File: src/design/hsfd_pkg.sv
// Shared types, constants and the CRC-8 step for the humidity sensor frame decoder.
package hsfd_pkg;

    // Position of the next byte within a six-byte measurement frame.
    typedef enum logic [2:0] {
        POS_T_HI  = 3'd0,
        POS_T_LO  = 3'd1,
        POS_T_CRC = 3'd2,
        POS_H_HI  = 3'd3,
        POS_H_LO  = 3'd4,
        POS_H_CRC = 3'd5
    } hsfd_pos_t;

    localparam logic [7:0]  CRC_POLY    = 8'h31;
    localparam logic [7:0]  CRC_INIT    = 8'hFF;
    localparam logic [14:0] TEMP_SPAN   = 15'd17500;
    localparam logic [14:0] TEMP_OFFSET = 15'd4500;
    localparam logic [13:0] HUM_SPAN    = 14'd10000;
    localparam logic [16:0] WORD_MAX    = 17'd65535;

    // Status bit positions.
    localparam int STATUS_TEMP_BAD = 0;
    localparam int STATUS_HUM_BAD  = 1;

    // One complete frame as handed from the front end to the scaling stage.
    typedef struct packed {
        logic [15:0] temp_word;
        logic [15:0] hum_word;
        logic [1:0]  status;
    } hsfd_rec_t;

    // Queue occupancy flags.
    typedef struct packed {
        logic full;
        logic empty;
    } hsfd_q_status_t;

    // One byte of CRC-8, polynomial 0x31, MSB first.
    function automatic logic [7:0] crc8_update(input logic [7:0] crc, input logic [7:0] data);
        logic [7:0] c;
        c = crc ^ data;
        for (int k = 0; k < 8; k++)
        begin
            if (c[7])
                c = (c << 1) ^ CRC_POLY;
            else
                c = c << 1;
        end
        return c;
    endfunction

endpackage

File: src/design/humidity_sensor_frame_decoder.sv
// Top level of the humidity sensor frame decoder: front end, frame queue and scaling stage.
//
//  Channel  | Direction | Signals                     | Contents
//  ---------+-----------+-----------------------------+-----------------------------------------
//  s_axis   | in        | tvalid, tready, tdata, tuser| tdata[7:0] rx_byte; tuser[0] frame_start
//  m_axis   | out       | tvalid, tready, tdata, tuser| tdata[14:0] temperature_centi,
//           |           |                             | tdata[28:15] humidity_centi; tuser status
//
// One byte is taken in every cycle; the front end stalls only when the frame queue is full.
// A result follows the transaction carrying the sixth byte of a frame: the frame enters
// the queue at that same edge, the stage-one registers then take the constant products,
// and after them the output register takes the result of the divide by 65535.
// The back end stalls as a whole while a result waits, and the queue lets the front end
// keep taking bytes meanwhile.
// Reset (rst_n low, asynchronous) returns the frame position to the first byte and empties
// the queue and the pipeline.
module humidity_sensor_frame_decoder #(
    parameter int QUEUE_DEPTH = 4
) (
    input  logic        clk,
    input  logic        rst_n,
    input  logic        s_axis_tvalid,
    output logic        s_axis_tready,
    input  logic [7:0]  s_axis_tdata,   // [7:0] rx_byte
    input  logic        s_axis_tuser,   // [0] frame_start
    output logic        m_axis_tvalid,
    input  logic        m_axis_tready,
    output logic [31:0] m_axis_tdata,   // [14:0] temperature_centi, [28:15] humidity_centi, zero fill
    output logic [1:0]  m_axis_tuser    // [1:0] status: bit 0 temperature CRC bad, bit 1 humidity
);

    logic                     byte_accept;
    logic                     push;
    logic                     pop;
    hsfd_pkg::hsfd_rec_t      push_rec;
    hsfd_pkg::hsfd_rec_t      pop_rec;
    hsfd_pkg::hsfd_q_status_t q_stat;
    logic signed [14:0]       temperature_centi;
    logic [13:0]              humidity_centi;

    // The front end only pushes on the last byte of a frame, but holding off whenever the
    // queue is full keeps that decision free of the byte position.
    assign s_axis_tready = !q_stat.full;
    assign byte_accept   = s_axis_tvalid && s_axis_tready;

    hsfd_front u_front (
        .clk         (clk),
        .rst_n       (rst_n),
        .byte_accept (byte_accept),
        .rx_byte     (s_axis_tdata),
        .frame_start (s_axis_tuser),
        .push        (push),
        .push_rec    (push_rec)
    );

    hsfd_fifo #(
        .DEPTH (QUEUE_DEPTH)
    ) u_fifo (
        .clk      (clk),
        .rst_n    (rst_n),
        .push     (push),
        .push_rec (push_rec),
        .pop      (pop),
        .pop_rec  (pop_rec),
        .q_stat   (q_stat)
    );

    hsfd_scale u_scale (
        .clk               (clk),
        .rst_n             (rst_n),
        .pop_rec           (pop_rec),
        .q_stat            (q_stat),
        .pop               (pop),
        .out_valid         (m_axis_tvalid),
        .out_ready         (m_axis_tready),
        .temperature_centi (temperature_centi),
        .humidity_centi    (humidity_centi),
        .status            (m_axis_tuser)
    );

    assign m_axis_tdata = {3'b000, humidity_centi, temperature_centi};

`ifndef ASSERT_OFF
    // A frame is never pushed into a full queue.
    a_no_overflow: assert property (@(posedge clk) disable iff (!rst_n)
        push |-> !q_stat.full)
        else $error("frame pushed into a full queue");

    // The scaling stage never pops an empty queue.
    a_no_underflow: assert property (@(posedge clk) disable iff (!rst_n)
        pop |-> !q_stat.empty)
        else $error("pop from an empty queue");

    // Scaled humidity never exceeds full scale.
    a_hum_range: assert property (@(posedge clk) disable iff (!rst_n)
        m_axis_tvalid |-> (humidity_centi <= 14'd10000))
        else $error("humidity out of range");

    // Scaled temperature stays within the sensor span.
    a_temp_range: assert property (@(posedge clk) disable iff (!rst_n)
        m_axis_tvalid |-> (temperature_centi >= -15'sd4500 && temperature_centi <= 15'sd13000))
        else $error("temperature out of range");
`endif

endmodule

File: src/design/hsfd_front.sv
// Front end: tracks the byte position, runs the CRC and assembles complete frames.
module hsfd_front (
    input  logic                clk,
    input  logic                rst_n,
    input  logic                byte_accept,
    input  logic [7:0]          rx_byte,
    input  logic                frame_start,
    output logic                push,
    output hsfd_pkg::hsfd_rec_t push_rec
);

    hsfd_pkg::hsfd_pos_t pos_reg, pos_next, eff_pos;
    logic [7:0]  crc_reg, crc_next;
    logic [15:0] temp_word_reg, temp_word_next;
    logic [7:0]  hum_hi_reg, hum_hi_next;
    logic [15:0] hum_word_reg, hum_word_next;
    logic        temp_bad_reg, temp_bad_next;

    always_ff @(posedge clk or negedge rst_n)
    begin
        if (!rst_n)
        begin
            pos_reg       <= hsfd_pkg::POS_T_HI;
            crc_reg       <= hsfd_pkg::CRC_INIT;
            temp_word_reg <= '0;
            hum_hi_reg    <= '0;
            hum_word_reg  <= '0;
            temp_bad_reg  <= 1'b0;
        end
        else
        begin
            pos_reg       <= pos_next;
            crc_reg       <= crc_next;
            temp_word_reg <= temp_word_next;
            hum_hi_reg    <= hum_hi_next;
            hum_word_reg  <= hum_word_next;
            temp_bad_reg  <= temp_bad_next;
        end
    end

    always_comb
    begin
        // A start mark restarts the frame on this byte.
        if (frame_start || pos_reg > hsfd_pkg::POS_H_CRC)
            eff_pos = hsfd_pkg::POS_T_HI;
        else
            eff_pos = pos_reg;

        pos_next       = pos_reg;
        crc_next       = crc_reg;
        temp_word_next = temp_word_reg;
        hum_hi_next    = hum_hi_reg;
        hum_word_next  = hum_word_reg;
        temp_bad_next  = temp_bad_reg;
        push           = 1'b0;
        push_rec.temp_word = temp_word_reg;
        push_rec.hum_word  = hum_word_reg;
        push_rec.status    = {crc_reg != rx_byte, temp_bad_reg};

        if (byte_accept)
        begin
            case (eff_pos)
                hsfd_pkg::POS_T_HI:
                begin
                    crc_next       = hsfd_pkg::crc8_update(hsfd_pkg::CRC_INIT, rx_byte);
                    temp_word_next = {rx_byte, 8'h00};
                    pos_next       = hsfd_pkg::POS_T_LO;
                end
                hsfd_pkg::POS_T_LO:
                begin
                    crc_next       = hsfd_pkg::crc8_update(crc_reg, rx_byte);
                    temp_word_next = {temp_word_reg[15:8], rx_byte};
                    pos_next       = hsfd_pkg::POS_T_CRC;
                end
                hsfd_pkg::POS_T_CRC:
                begin
                    temp_bad_next = (crc_reg != rx_byte);
                    crc_next      = hsfd_pkg::CRC_INIT;
                    pos_next      = hsfd_pkg::POS_H_HI;
                end
                hsfd_pkg::POS_H_HI:
                begin
                    crc_next    = hsfd_pkg::crc8_update(hsfd_pkg::CRC_INIT, rx_byte);
                    hum_hi_next = rx_byte;
                    pos_next    = hsfd_pkg::POS_H_LO;
                end
                hsfd_pkg::POS_H_LO:
                begin
                    crc_next      = hsfd_pkg::crc8_update(crc_reg, rx_byte);
                    hum_word_next = {hum_hi_reg, rx_byte};
                    pos_next      = hsfd_pkg::POS_H_CRC;
                end
                hsfd_pkg::POS_H_CRC:
                begin
                    push     = 1'b1;
                    crc_next = hsfd_pkg::CRC_INIT;
                    pos_next = hsfd_pkg::POS_T_HI;
                end
                default:
                begin
                    pos_next = hsfd_pkg::POS_T_HI;
                end
            endcase
        end
    end

endmodule

File: src/design/hsfd_fifo.sv
// Short frame queue between the front end and the scaling stage.
module hsfd_fifo #(
    parameter int DEPTH = 4
) (
    input  logic                     clk,
    input  logic                     rst_n,
    input  logic                     push,
    input  hsfd_pkg::hsfd_rec_t      push_rec,
    input  logic                     pop,
    output hsfd_pkg::hsfd_rec_t      pop_rec,
    output hsfd_pkg::hsfd_q_status_t q_stat
);

    localparam int AW = (DEPTH > 1) ? $clog2(DEPTH) : 1;
    localparam logic [AW:0]   DEPTH_C = (AW + 1)'(DEPTH);
    localparam logic [AW-1:0] LAST_C  = AW'(DEPTH - 1);

    hsfd_pkg::hsfd_rec_t entry_reg [DEPTH];
    logic [AW-1:0] wr_ptr_reg, wr_ptr_next;
    logic [AW-1:0] rd_ptr_reg, rd_ptr_next;
    logic [AW:0]   count_reg, count_next;

    always_ff @(posedge clk)
    begin
        if (push)
            entry_reg[wr_ptr_reg] <= push_rec;
    end

    always_ff @(posedge clk or negedge rst_n)
    begin
        if (!rst_n)
        begin
            wr_ptr_reg <= '0;
            rd_ptr_reg <= '0;
            count_reg  <= '0;
        end
        else
        begin
            wr_ptr_reg <= wr_ptr_next;
            rd_ptr_reg <= rd_ptr_next;
            count_reg  <= count_next;
        end
    end

    always_comb
    begin
        wr_ptr_next = wr_ptr_reg;
        rd_ptr_next = rd_ptr_reg;
        if (push)
            wr_ptr_next = (wr_ptr_reg == LAST_C) ? '0 : wr_ptr_reg + 1'b1;
        if (pop)
            rd_ptr_next = (rd_ptr_reg == LAST_C) ? '0 : rd_ptr_reg + 1'b1;
        count_next = count_reg + (AW + 1)'(push) - (AW + 1)'(pop);
    end

    assign pop_rec      = entry_reg[rd_ptr_reg];
    assign q_stat.full  = (count_reg == DEPTH_C);
    assign q_stat.empty = (count_reg == '0);

endmodule

File: src/design/hsfd_scale.sv
// Back end: scales the raw words to hundredths and holds the result for the output channel.
module hsfd_scale (
    input  logic                     clk,
    input  logic                     rst_n,
    input  hsfd_pkg::hsfd_rec_t      pop_rec,
    input  hsfd_pkg::hsfd_q_status_t q_stat,
    output logic                     pop,
    output logic                     out_valid,
    input  logic                     out_ready,
    output logic signed [14:0]       temperature_centi,
    output logic [13:0]              humidity_centi,
    output logic [1:0]               status
);

    logic        advance;
    logic        s1_valid_reg;
    logic [30:0] s1_tprod_reg;
    logic [29:0] s1_hprod_reg;
    logic [1:0]  s1_status_reg;

    logic        out_valid_reg;
    logic [14:0] out_temp_reg, out_temp_next;
    logic [13:0] out_hum_reg, out_hum_next;
    logic [1:0]  out_status_reg;

    logic [14:0] t_q0;
    logic [16:0] t_r0;
    logic [14:0] t_q;
    logic [13:0] h_q0;
    logic [16:0] h_r0;

    assign advance = !out_valid_reg || out_ready;
    assign pop     = advance && !q_stat.empty;

    always_ff @(posedge clk or negedge rst_n)
    begin
        if (!rst_n)
        begin
            s1_valid_reg  <= 1'b0;
            out_valid_reg <= 1'b0;
        end
        else if (advance)
        begin
            s1_valid_reg  <= !q_stat.empty;
            out_valid_reg <= s1_valid_reg;
        end
    end

    always_ff @(posedge clk)
    begin
        if (advance)
        begin
            s1_tprod_reg   <= 31'(pop_rec.temp_word) * 31'(hsfd_pkg::TEMP_SPAN);
            s1_hprod_reg   <= 30'(pop_rec.hum_word) * 30'(hsfd_pkg::HUM_SPAN);
            s1_status_reg  <= pop_rec.status;
            out_temp_reg   <= out_temp_next;
            out_hum_reg    <= out_hum_next;
            out_status_reg <= s1_status_reg;
        end
    end

    // Division by 65535: x = q0*65536 + lo, so x - q0*65535 = lo + q0, which stays
    // below twice the divisor, hence a single correction step.
    always_comb
    begin
        t_q0 = s1_tprod_reg[30:16];
        t_r0 = {1'b0, s1_tprod_reg[15:0]} + 17'(t_q0);
        t_q  = t_q0 + 15'(t_r0 >= hsfd_pkg::WORD_MAX);
        out_temp_next = t_q - hsfd_pkg::TEMP_OFFSET;

        h_q0 = s1_hprod_reg[29:16];
        h_r0 = {1'b0, s1_hprod_reg[15:0]} + 17'(h_q0);
        out_hum_next = h_q0 + 14'(h_r0 >= hsfd_pkg::WORD_MAX);
    end

    assign out_valid         = out_valid_reg;
    assign temperature_centi = out_temp_reg;
    assign humidity_centi    = out_hum_reg;
    assign status            = out_status_reg;

endmodule

File: config.mk
export PLATFORM = sky130hd
export DESIGN_NAME = humidity_sensor_frame_decoder
export DESIGN_NICKNAME = d
export VERILOG_FILES = /design/src/design/hsfd_pkg.sv /design/src/design/humidity_sensor_frame_decoder.sv /design/src/design/hsfd_front.sv /design/src/design/hsfd_fifo.sv /design/src/design/hsfd_scale.sv
export SDC_FILE = /design/constraint.sdc
export NUM_CORES = 1
export LEC_CHECK = 0
export ABC_AREA = 1
export BUFFER_PORTS_ARGS = -buffer_cell sky130_fd_sc_hd__buf_2
export CORE_ASPECT_RATIO = 0.7
export CORE_MARGIN = 3
export CORE_UTILIZATION = 45
export DETAILED_ROUTE_END_ITERATION = 16
export GPL_TIMING_DRIVEN = 1
export PLACE_DENSITY_LB_ADDON = 0.1
export SLEW_MARGIN = 20
export SYNTH_ARGS = -nofsm -noshare
export SYNTH_HDL_FRONTEND = slang
export SYNTH_SLANG_ARGS = --single-unit
File: constraint.sdc
create_clock -name clk -period 7.1 [get_ports clk]
set_clock_uncertainty 0.15 [all_clocks]
set_input_delay 1.065 -clock clk [delete_from_list [all_inputs] [get_ports clk]]
set_output_delay 1.065 -clock clk [all_outputs]
set_load 0.005 [all_outputs]
Word-level counts from Yosys, hierarchy flattened
Memories as Yosys holds them, arrays and structs flattened.
Index checks and enable logic that the tools add are counted.
- register bits after elaboration: 149
- input bits: 13
- memory bits (writable): 136
- memories: 1
- memories (memory ; words ; bits a word ; rd ports ; clocked after memory_dff ; write ports ; RTL line ; source):
    u_fifo.entry_reg ; 4 ; 34 ; 1 ; 0 ; 1 ; hsfd_fifo.sv:18 ; hsfd_pkg::hsfd_rec_t entry_reg [DEPTH];
- add/sub/neg operators: 9
- bitwise operators: 33
- $lt $le $gt $ge: 3
- multipliers: 2
- mux-type cells: 96
- eq/ne operators: 9
- reduce and logical (&&, ||, !) cells: 18
- operators by type and width (operator ; number):
    $mux W8 ; 56
    $mux W6 ; 30
    $not A3 Y3 ; 30
    $pmux W8 S5 ; 1
    $ge A17 B16 Y1 const B ; 2
    $pmux W16 S2 ; 1
    $mul A16 B13 Y29 const B ; 1
    $mul A16 B10 Y26 const B ; 1
    $add A16 B14 Y17 ; 1
    $add A16 B15 Y17 ; 1
    $add A15 B1 Y15 ; 1
    $pmux W3 S5 ; 1
    $sub A15 B13 Y15 const B ; 1
    $add A14 B1 Y14 ; 1
    $reduce_and A2 Y1 ; 5
    $eq A3 B3 Y1 const B ; 3
    $ne A8 B8 Y1 ; 1
    $not A8 Y8 ; 1
    $xor A8 B8 Y8 ; 1
    $eq A3 B2 Y1 const B ; 2
    $logic_not A3 Y1 ; 2
    $reduce_bool A5 Y1 ; 1
    $add A2 B1 Y2 const B ; 2
    $eq A2 B2 Y1 const B ; 2
    14 further kinds ; 22

Logic depth before layout (Yosys ltp)
Gate-level depths: netlist of the first run.
- depth in word-level cells: 33
- depth in mapped cells: 26

Hierarchy
From an unflattened synthesis of the first run, not the netlist that was laid out.
- cells, all modules: 2223
- area, all modules: 19917.9 µm²
- by module, submodules not included (module ; times used ; seq. area each (µm²) ; area an instance (µm²) ; cells an instance):
    hsfd_scale ; 1 ; 2692.6 ; 11079.4 ; 1292
    hsfd_fifo ; 1 ; 4259.1 ; 6132.1 ; 583
    hsfd_front ; 1 ; 1311.3 ; 2666.3 ; 341
    humidity_sensor_frame_decoder ; 1 ; 0.0 ; 40.0 ; 7

Least setup slack after synthesis of the first run
No wires, ideal clock.
- path type: reg2reg
- start point: register u_fifo.rd_ptr_reg[0]
- end point: register u_scale.s1_tprod_reg[23], data pin
- buffers on the path: 3
- slack: 1.845 ns
- data arrival time: 4.853 ns
- cell stages (with the launch flop): 23
- period minus slack after synthesis: 5.255 ns
- path through: dfrtp_1 > clkbuf_1 > clkinv_1 > buf_2 > buf_1 > nor2_1 > o22ai_1 > ha_1 > fa_1 > ha_1 > fa_1 > inv_1 > fa_1 > inv_1 > ha_1 > a21oi_1 > o21ai_0 > a21oi_1 > o21ai_0 > nand2_1 > nand2_1 > nand2_1 > nand2_1
- word-level cells in the longest chain between the ends: 2
- ends and longest elaborated chain (item ; RTL line ; source):
    start: declaration ; hsfd_fifo.sv:20 ; logic [AW-1:0] rd_ptr_reg, rd_ptr_next;
    start signal: assignment ; hsfd_fifo.sv:40 ; rd_ptr_reg <= rd_ptr_next;
    $mem_v2 Z4 W34 ; n/a ;
    $mul A16 B13 Y29 ; hsfd_scale.sv:53 ; s1_tprod_reg <= 31'(pop_rec.temp_word) * 31'(hsfd_pkg::TEMP_SPAN);
    end signal: assignment ; hsfd_scale.sv:53 ;
    end: declaration ; hsfd_scale.sv:17 ; logic [30:0] s1_tprod_reg;
No other way between the ends.
A chain may end at the register's enable or synchronous reset.

Worst setup path in the final report of the first run
- start point: register u_fifo.rd_ptr_reg[1]
- end point: register u_scale.s1_tprod_reg[27], data pin
Same word-level chain as after synthesis.

==> results of run 1 <==
cell usage after synthesis (all sizes together), types with 8 or more instances:
cell type  number
nand2         422
inv           340
edfxtp        224
ha            202
nor2          130
nand3         100
a21oi          94
fa             83
o21ai          73
xor2           56
dfrtp          53
xnor2          25
a32oi          22
nand4          21
clkbuf         20
o22ai          20
buf            16
nor3           14
mux2            9
a21o            8
dfstp           8
o31ai           8
layout by cell type (no fill, tap or decap), types with 21 or more instances in the layout:
cell type	Yosys	final
sky130_fd_sc_hd__buf_4	3	28
sky130_fd_sc_hd__xnor2_1	25	25
sky130_fd_sc_hd__ha_1	202	202
sky130_fd_sc_hd__inv_1	340	339
sky130_fd_sc_hd__dfrtp_1	53	52
sky130_fd_sc_hd__fa_1	83	83
sky130_fd_sc_hd__o21ai_0	73	73
sky130_fd_sc_hd__nand3_1	100	100
sky130_fd_sc_hd__nor2_1	129	125
sky130_fd_sc_hd__buf_2	9	45
sky130_fd_sc_hd__edfxtp_1	224	224
sky130_fd_sc_hd__nand2_1	419	419
sky130_fd_sc_hd__clkbuf_16	0	31
sky130_fd_sc_hd__nand4_1	21	21
sky130_fd_sc_hd__xor2_1	56	56
sky130_fd_sc_hd__a21oi_1	94	94
sky130_fd_sc_hd__a32oi_1	22	22
per-stage QoR:
step | util (%) | cell area (sq um)
after floorplan | - | 19080
after global routing | 50.82 | 21050
final | 50.82 | 21050
after CTS | 50.82 | 21050
after detailed placement | 48.43 | 20060
after global placement | 48.43 | 20060
logic make-up after synthesis:
logic type      count (synthesis)
simple gates                  701
buf+inv                       378
xor+xnor                       82
compound gates                243
fa+ha+maj                     285
mux                             9
other cells                     1
flops                         285
worst max-delay path: stages (launching register included):
cell	delay, ns
sky130_fd_sc_hd__dfrtp_1	0.37
sky130_fd_sc_hd__inv_1	0.69
sky130_fd_sc_hd__buf_4	0.35
sky130_fd_sc_hd__a21oi_1	0.06
sky130_fd_sc_hd__a32oi_1	0.58
sky130_fd_sc_hd__ha_1	0.38
sky130_fd_sc_hd__fa_1	0.40
sky130_fd_sc_hd__ha_1	0.29
sky130_fd_sc_hd__ha_1	0.27
sky130_fd_sc_hd__inv_1	0.05
sky130_fd_sc_hd__fa_1	0.52
sky130_fd_sc_hd__inv_1	0.04
sky130_fd_sc_hd__ha_1	0.35
sky130_fd_sc_hd__a21oi_1	0.16
sky130_fd_sc_hd__nand2_1	0.16
sky130_fd_sc_hd__a21oi_1	0.37
sky130_fd_sc_hd__inv_1	0.11
sky130_fd_sc_hd__nand2_1	0.11
sky130_fd_sc_hd__nand3_1	0.08
sky130_fd_sc_hd__nand2_1	0.06
sky130_fd_sc_hd__nand2_1	0.14
worst max path at each step:
stage	startpoint	end	slack [ns]	depth (start not counted)
CTS	u_fifo.rd_ptr_reg[1]	u_scale.s1_tprod_reg[23]	1.12	20
finish	u_fifo.rd_ptr_reg[1]	u_scale.s1_tprod_reg[27]	1.09	20
global route	u_fifo.rd_ptr_reg[1]	u_scale.s1_tprod_reg[23]	0.70	19
floorplan	u_fifo.rd_ptr_reg[0]	u_scale.s1_tprod_reg[23]	1.85	22
global placement	u_fifo.rd_ptr_reg[1]	u_scale.s1_tprod_reg[23]	1.17	19
detailed placement	u_fifo.rd_ptr_reg[1]	u_scale.s1_tprod_reg[23]	1.16	19
per-layer routing:
layer	wire length (um)	part of all wire [%]	vias up	global-route usage [%]
li1	-	-	6702	-
met1	23680	53	6457	33.01
met2	17780	40	318	29.38
met3	2180	4.9	51	2.361
met4	651	1.5	0	3.073
met5	0	0	-	0
final cells by class:
cell class,count,area (sq um)
tap,544,680.7
clock inverter,14,153.9
fill,3840,20370
timing repair buffer,73,435.4
clock buffer,42,837.1
inverter,342,1286
sequential,285,8264
multi-input combinational,1323,9395
==> summary.md, run 1 <==
The run finished with clean final reports. The logs give 3 for the deepest clock path buffer count and 0.2816 ns for the tightest hold margin. The dominant combinational cell family by area after synthesis was adder cells.

The adder-cell share of the synthesized area was 21.97%. The level count of the clock H-tree is 1, and the number of antenna violations at the first check in global routing is 0. The tools report the number of instances in the placed design as 2567.

The most instantiated flip-flop cell in the synthesis netlist was sky130_fd_sc_hd__edfxtp_1. Entering global routing, the biggest net connects 62 pins. For the worst setup path, the data required time is 7.23 ns.

The violation count after the first detailed-route iteration was 890. Of the cells placed in the final design, the portion with a size suffix greater than 1 is 7.311%. The clock root buffer master is sky130_fd_sc_hd__clkbuf_16. After detailed routing, the total wire length is 44290 um. The basic-gate share of the synthesized area counting and, or, nand and nor cells was 15.30%.

The run gives 46.04% as the effective utilization at floorplan. The number of gates resized after cts was 0. The headroom to the max-slew limit was 36.84%; the depth of the worst register-to-register path was 20.

After detailed routing, the average wire length per cell comes to 16.89 um. The largest total area in the synthesized netlist belongs to sky130_fd_sc_hd__edfxtp_1. The floorplan has 62 rows. The capturing element type of the critical path was a flop. Setup violations remaining at the end of the flow were counted as 0.

Global routing used 20.31% of the available tracks. By startpoint and endpoint, the worst setup path is classified as reg -> reg. The end of the worst register-to-register path was u_scale.s1_tprod_reg[27].

Counting every instance in the synthesized netlist gives 1984. TritonCTS built the clock tree. The tools report the worst reg-to-reg setup slack as 1.09 ns.

The worst hold path terminates at u_scale.status[0]. Largest driver fanout on the critical path: 28. The area growth from synthesis to layout is 10.39%, and the hold-fix buffer count after cts is 0. Class of the most critical hold timing path: reg -> reg.

The logs give 0 for the total count of max-transition violations in the final report and 0.04493 sq mm for the die footprint. In this run the cell area of the synthesized design comes to 0.01907 sq mm. The number of standard cells in the final layout excluding fillers is 2623, and the flip-flop count of the largest register, all copies and words added is 136. At the worst endpoint, the arrival time is 6.15 ns. The via count of the first global-routing pass was 13120. The tools report the worst min-delay path startpoint as u_scale.s1_status_reg[0].

In this run the mean area of a mapped cell was 9.612 sq um. Synthesis inferred 285 register bits. Subtracting the final worst setup slack from the clock period gives 6.011 ns. For this run, design rule violations remaining after detail routing come to 0. The post-route clock period utilization came out at 84.66%. Dividing the detail-routed via count by the number of cells gives 5.157. The startpoint identified for the worst register-to-register timing path is u_fifo.rd_ptr_reg[1]. The tools report the setup total negative slack as 0 ns.

Multiplexer cells account for 0.5314% of the synthesized area. The run gives 0.1664 GHz as the maximum clock frequency. The total core area came out at 0.04142 sq mm.

Yosys printed 0 warnings. The pre-antenna-repair detailed-routing pass consisted of 6 iterations. The top-area cell type share of the netlist area is 35.27%. The number of enable-type register cells in the synthesized netlist is 224. Detailed placement ended at an HPWL of 33730 um. Clock tree synthesis inserted a total of 30 buffers.

The total overflow left after global routing is 0. At the later pin of the worst-skew pair, clock insertion delay measures 0.58 ns. In the post-synthesis netlist, the biggest area contributors are sky130_fd_sc_hd__edfxtp_1 35%, sky130_fd_sc_hd__ha_1 13%, sky130_fd_sc_hd__fa_1 8.7%.

At the pin with the least slew margin, the transition time is 0.9464 ns. The worst hold path stage count came out at 0. Clock-pin slew was measured on the worst setup and hold paths at 0.06 ns. The max capacitance violation total was 0; the layout net count was 2353.

Routability congestion estimate from global placement: 0.8841. For this block, the via count after detailed routing is 13530. The run gives 1.164 ns as the placement-stage worst setup slack.

Setup repair after global routing left no endpoint under its margin. The worst setup path is launched from a flop. After Yosys synthesis, XOR and XNOR cells account for 3.838% of the synthesized area. The wire length of the first global-routing pass is 72190 um, and the worst path setup slack after routing is 1.089 ns. For this design, the sink count on the clock tree is 285. The fraction of registers with async set or reset after synthesis is 21.40%. The logs give 43 for the unique cell type count in the Yosys netlist and 49 for the number of top-level pins. The proportion of synthesized chip area in sequential cells was 43.33%; the setup fix buffers added after clock tree synthesis was 0. The die is 252.1 um wide. The fraction of the mapped netlist area in compound gates is 7.414%, and the hold violation count in the final report is 0.

The number of buffers added on ports was 45; the number of nets still failing antenna checks after routing was 0. The die extent in y was 178.2 um; the number of antenna diodes was 0.
Power of run 1 is left out: the tool's default activity adds up to more than one toggle a clock period on the data nets, which glitch-free logic cannot reach.
==> run 2: changes to the inputs <==
clock period = 5.11 ns   (was 7.1 ns; I/O delays follow)
==> run 2 against run 1 <==
Effect of this change: sequential cell count unchanged; non-clock buffer count up 128; clock-buffer cell count down 7; register-to-register slack worse by 0.96 ns; die area unchanged; routed wire length up 1.1%; cell area up 9.3%; critical path type unchanged.
==> summary.md, run 2 (synthesized netlist as in run 1, its figures left out) <==
The run finished with clean final reports. Dividing the detail-routed wire length by the instance count gives 16.29 um. The violation count after the first detailed-route iteration was 1017; the number of buffers added on ports was 45. For the level count of the clock H-tree, the log shows 1.

Summing all multi-input logic gate instances after layout gives 0.01019 sq mm. After layout, the minimum clock period comes to 4.982 ns. The tools report the total vias in the final route as 13850. The total overflow left after global routing is 0. The register with the most flip-flops in the layout has 136 of them. Across all setup checks in the final design, the least slack found is 0.1277 ns. For this configuration, the core starts out at a cell density of 46.04%. Setup repair after global routing could not meet its margin everywhere.

The hold violation count in the final report is 0. The startpoint identified for the worst register-to-register timing path is u_fifo.rd_ptr_reg[0]. The tools report the clock root buffer master as sky130_fd_sc_hd__clkbuf_16.

Based on the critical path, the design can be clocked at up to 0.2007 GHz. The tools report the number of endpoints failing setup at the final stage as 0. The average vias per placed instance came out at 5.039.

The number of antenna diodes is 0. TritonCTS built the clock tree. The category of the critical setup timing path is reg -> reg. The tools report the via count of the first global-routing pass as 13150. STA classifies the critical path endpoint as a flop. The fraction of final layout cells with drive strength greater than 1 works out to 18.96%. The pin count of the biggest net entering global routing came out at 62. Grouping stages by cell kind, the critical path spends the most delay in adder cells. At the pin with the least slew margin, the transition time is 0.8382 ns. The post-detailed-route DRC marker count is 0.

The logs give 0 for the number of antenna violations at the first check in global routing and 49 for the number of top-level pins. At the later pin of the worst-skew pair, clock insertion delay measures 0.56 ns. Across all register-to-register paths, the minimum setup slack is 0.13 ns.

The pre-antenna-repair detailed-routing pass consisted of 5 iterations. The class of the most critical hold timing path is in -> async. End of the worst register-to-register path: u_scale.s1_tprod_reg[18]. The run gives 29 as the number of buffers inserted during clock tree synthesis. The logs give 0.008264 sq mm for the area of all sequential standard cells and 55.55% for the core occupancy in the finished layout. Walking the worst path, the cells encountered are buf_12, buf_4, o21ai_1, o22ai_2, buf_12, ha_1, fa_1, ha_1, inv_1, fa_1, fa_1, inv_1, ha_4, buf_4, nand2_2, nor2_4, a21o_1, a21oi_2, xor2_2. Master of the slowest instance on the critical path: sky130_fd_sc_hd__fa_1. The delay contributed by the slowest stage of the critical path is 0.55 ns. After clock tree synthesis, the clock-pin slew on the worst setup and hold paths is 0.06 ns. Number of standard cells in the final layout excluding fillers: 2749. The most common cell after layout, fill and taps aside is sky130_fd_sc_hd__nand2_1.

Buffers inserted to repair hold after CTS numbered 0. STA classifies the critical path startpoint as a flop. Leaving out fill and tap cells, the most frequent cells in the layout are 404 x sky130_fd_sc_hd__nand2_1, 330 x sky130_fd_sc_hd__inv_1, 224 x sky130_fd_sc_hd__edfxtp_1.

For this design, the sink count on the clock tree is 285. Timing analysis after detailed placement gives a worst setup slack of -0.1922 ns. The data required time of the worst path is 5.32 ns. The floorplan has 62 rows. The number of nets still failing antenna checks after routing is 0, and the post-route clock period utilization is 97.50%. The routed design has 44770 um of wire. In this run the worst path has a maximum fanout of 8. The run gives 0.04493 sq mm as the die footprint. Headroom to the max-slew limit came out at 43.98%.

The total count of max-transition violations in the final report is 0, and the area growth from synthesis to layout is 20.66%. Detailed placement ended at an HPWL of 34400 um. Max capacitance violation total: 0. The cell repeated most along the worst path is sky130_fd_sc_hd__fa_1. The tools report the routability congestion estimate from global placement as 0.9045. In the final design database the tool counted 2480 nets. Including well taps, the total number of placed cells is 2673. The x dimension of the die is 252.1 um. The total area inside the core boundary comes to 0.04142 sq mm. Fill cells in the final layout number 3641. The first global-routing pass estimated 70830 um of wire.

STA puts the critical path data arrival time at 5.19 ns. Across every metal layer, demand over resource in global routing totals 19.94%. The depth of the worst register-to-register path is 19. In this run the vertical extent of the chip is 178.2 um.

Together, buffers and inverters on the worst path number 6. Deepest clock path buffer count: 3.
run 2: cell types whose count changed in the layout (fill, tap and decap cells not counted), moves of 10 or more:
cell and change:
sky130_fd_sc_hd__buf_4 +111, sky130_fd_sc_hd__a21oi_1 -24, sky130_fd_sc_hd__ha_1 -24, sky130_fd_sc_hd__o21ai_0 -22, sky130_fd_sc_hd__a21oi_2 +20, sky130_fd_sc_hd__ha_4 +20, sky130_fd_sc_hd__nor2_1 -16, sky130_fd_sc_hd__nand2_1 -15
sky130_fd_sc_hd__nand2_2 +13, sky130_fd_sc_hd__o21ai_1 +13, sky130_fd_sc_hd__a32oi_1 -11, sky130_fd_sc_hd__nor2_2 +11, sky130_fd_sc_hd__a32oi_2 +10
run 2: repair_timing:
action | 4_1_cts | 5_1_grt
cloned | 0 | 3
setup endpoints to repair | 21 | 34
setup buffers | 0 | 21
resized for setup | 23 | 160
endpoints found under the hold margin | 0 | 0
pin swaps | 3 | 50
run 2: per-layer routing:
layer | wire, um | global-route usage, % | vias up
li1 | - | - | 6956
met1 | 23770 | 32.15 | 6589
met2 | 18310 | 28.52 | 269
met3 | 2078 | 2.798 | 38
met4 | 616 | 3.577 | 0
met5 | 0 | 0 | -
run 2: through the flow:
step | cell area [sq um] | setup TNS, ns | hold WS [ns]
floorplan | 19120 | 0 | 0.2503
global placement | 20930 | -0.4094 | 0.2545
detailed placement | 20930 | -0.9484 | 0.2554
CTS | 22050 | -0.01656 | 0.2308
global route | 23010 | -0.4349 | 0.2785
finish | 23010 | 0 | 0.2279
run 2: area by class of cell:
type	instances	share of cell area (%)
multi-input cells	1323	44.28
flip-flops and latches	285	35.91
repair buffers	201	6.808
inverters	342	5.611
clock buffers	35	3.523
well taps	544	2.958
clock inverters	19	0.9081
run 2: worst max-delay path by stage:
stage,startpoint,end,slack (ns),depth (start not counted)
2_1_floorplan,u_fifo.rd_ptr_reg[0],u_scale.s1_tprod_reg[29],0.02,22
3_3_place_gp,u_fifo.rd_ptr_reg[0],u_scale.s1_tprod_reg[18],-0.11,17
3_5_place_dp,u_fifo.rd_ptr_reg[0],u_scale.s1_tprod_reg[18],-0.19,17
4_1_cts,u_fifo.rd_ptr_reg[0],u_scale.s1_tprod_reg[18],-0.01,18
5_1_grt,u_fifo.rd_ptr_reg[0],u_scale.s1_tprod_reg[25],-0.05,18
6_report,u_fifo.rd_ptr_reg[0],u_scale.s1_tprod_reg[18],0.13,19
run 2: worst reg2reg max path: stages, from the launching register on:
cell and delay, ns:
sky130_fd_sc_hd__dfrtp_2 0.47, sky130_fd_sc_hd__buf_12 0.17, sky130_fd_sc_hd__buf_4 0.16, sky130_fd_sc_hd__o21ai_1 0.16, sky130_fd_sc_hd__o22ai_2 0.15, sky130_fd_sc_hd__buf_12 0.16, sky130_fd_sc_hd__ha_1 0.31, sky130_fd_sc_hd__fa_1 0.40
sky130_fd_sc_hd__ha_1 0.28, sky130_fd_sc_hd__inv_1 0.05, sky130_fd_sc_hd__fa_1 0.47, sky130_fd_sc_hd__fa_1 0.55, sky130_fd_sc_hd__inv_1 0.06, sky130_fd_sc_hd__ha_4 0.26, sky130_fd_sc_hd__buf_4 0.14, sky130_fd_sc_hd__nand2_2 0.12
sky130_fd_sc_hd__nor2_4 0.05, sky130_fd_sc_hd__a21o_1 0.21, sky130_fd_sc_hd__a21oi_2 0.20, sky130_fd_sc_hd__xor2_2 0.26
Power of run 2 is left out for the same reason.
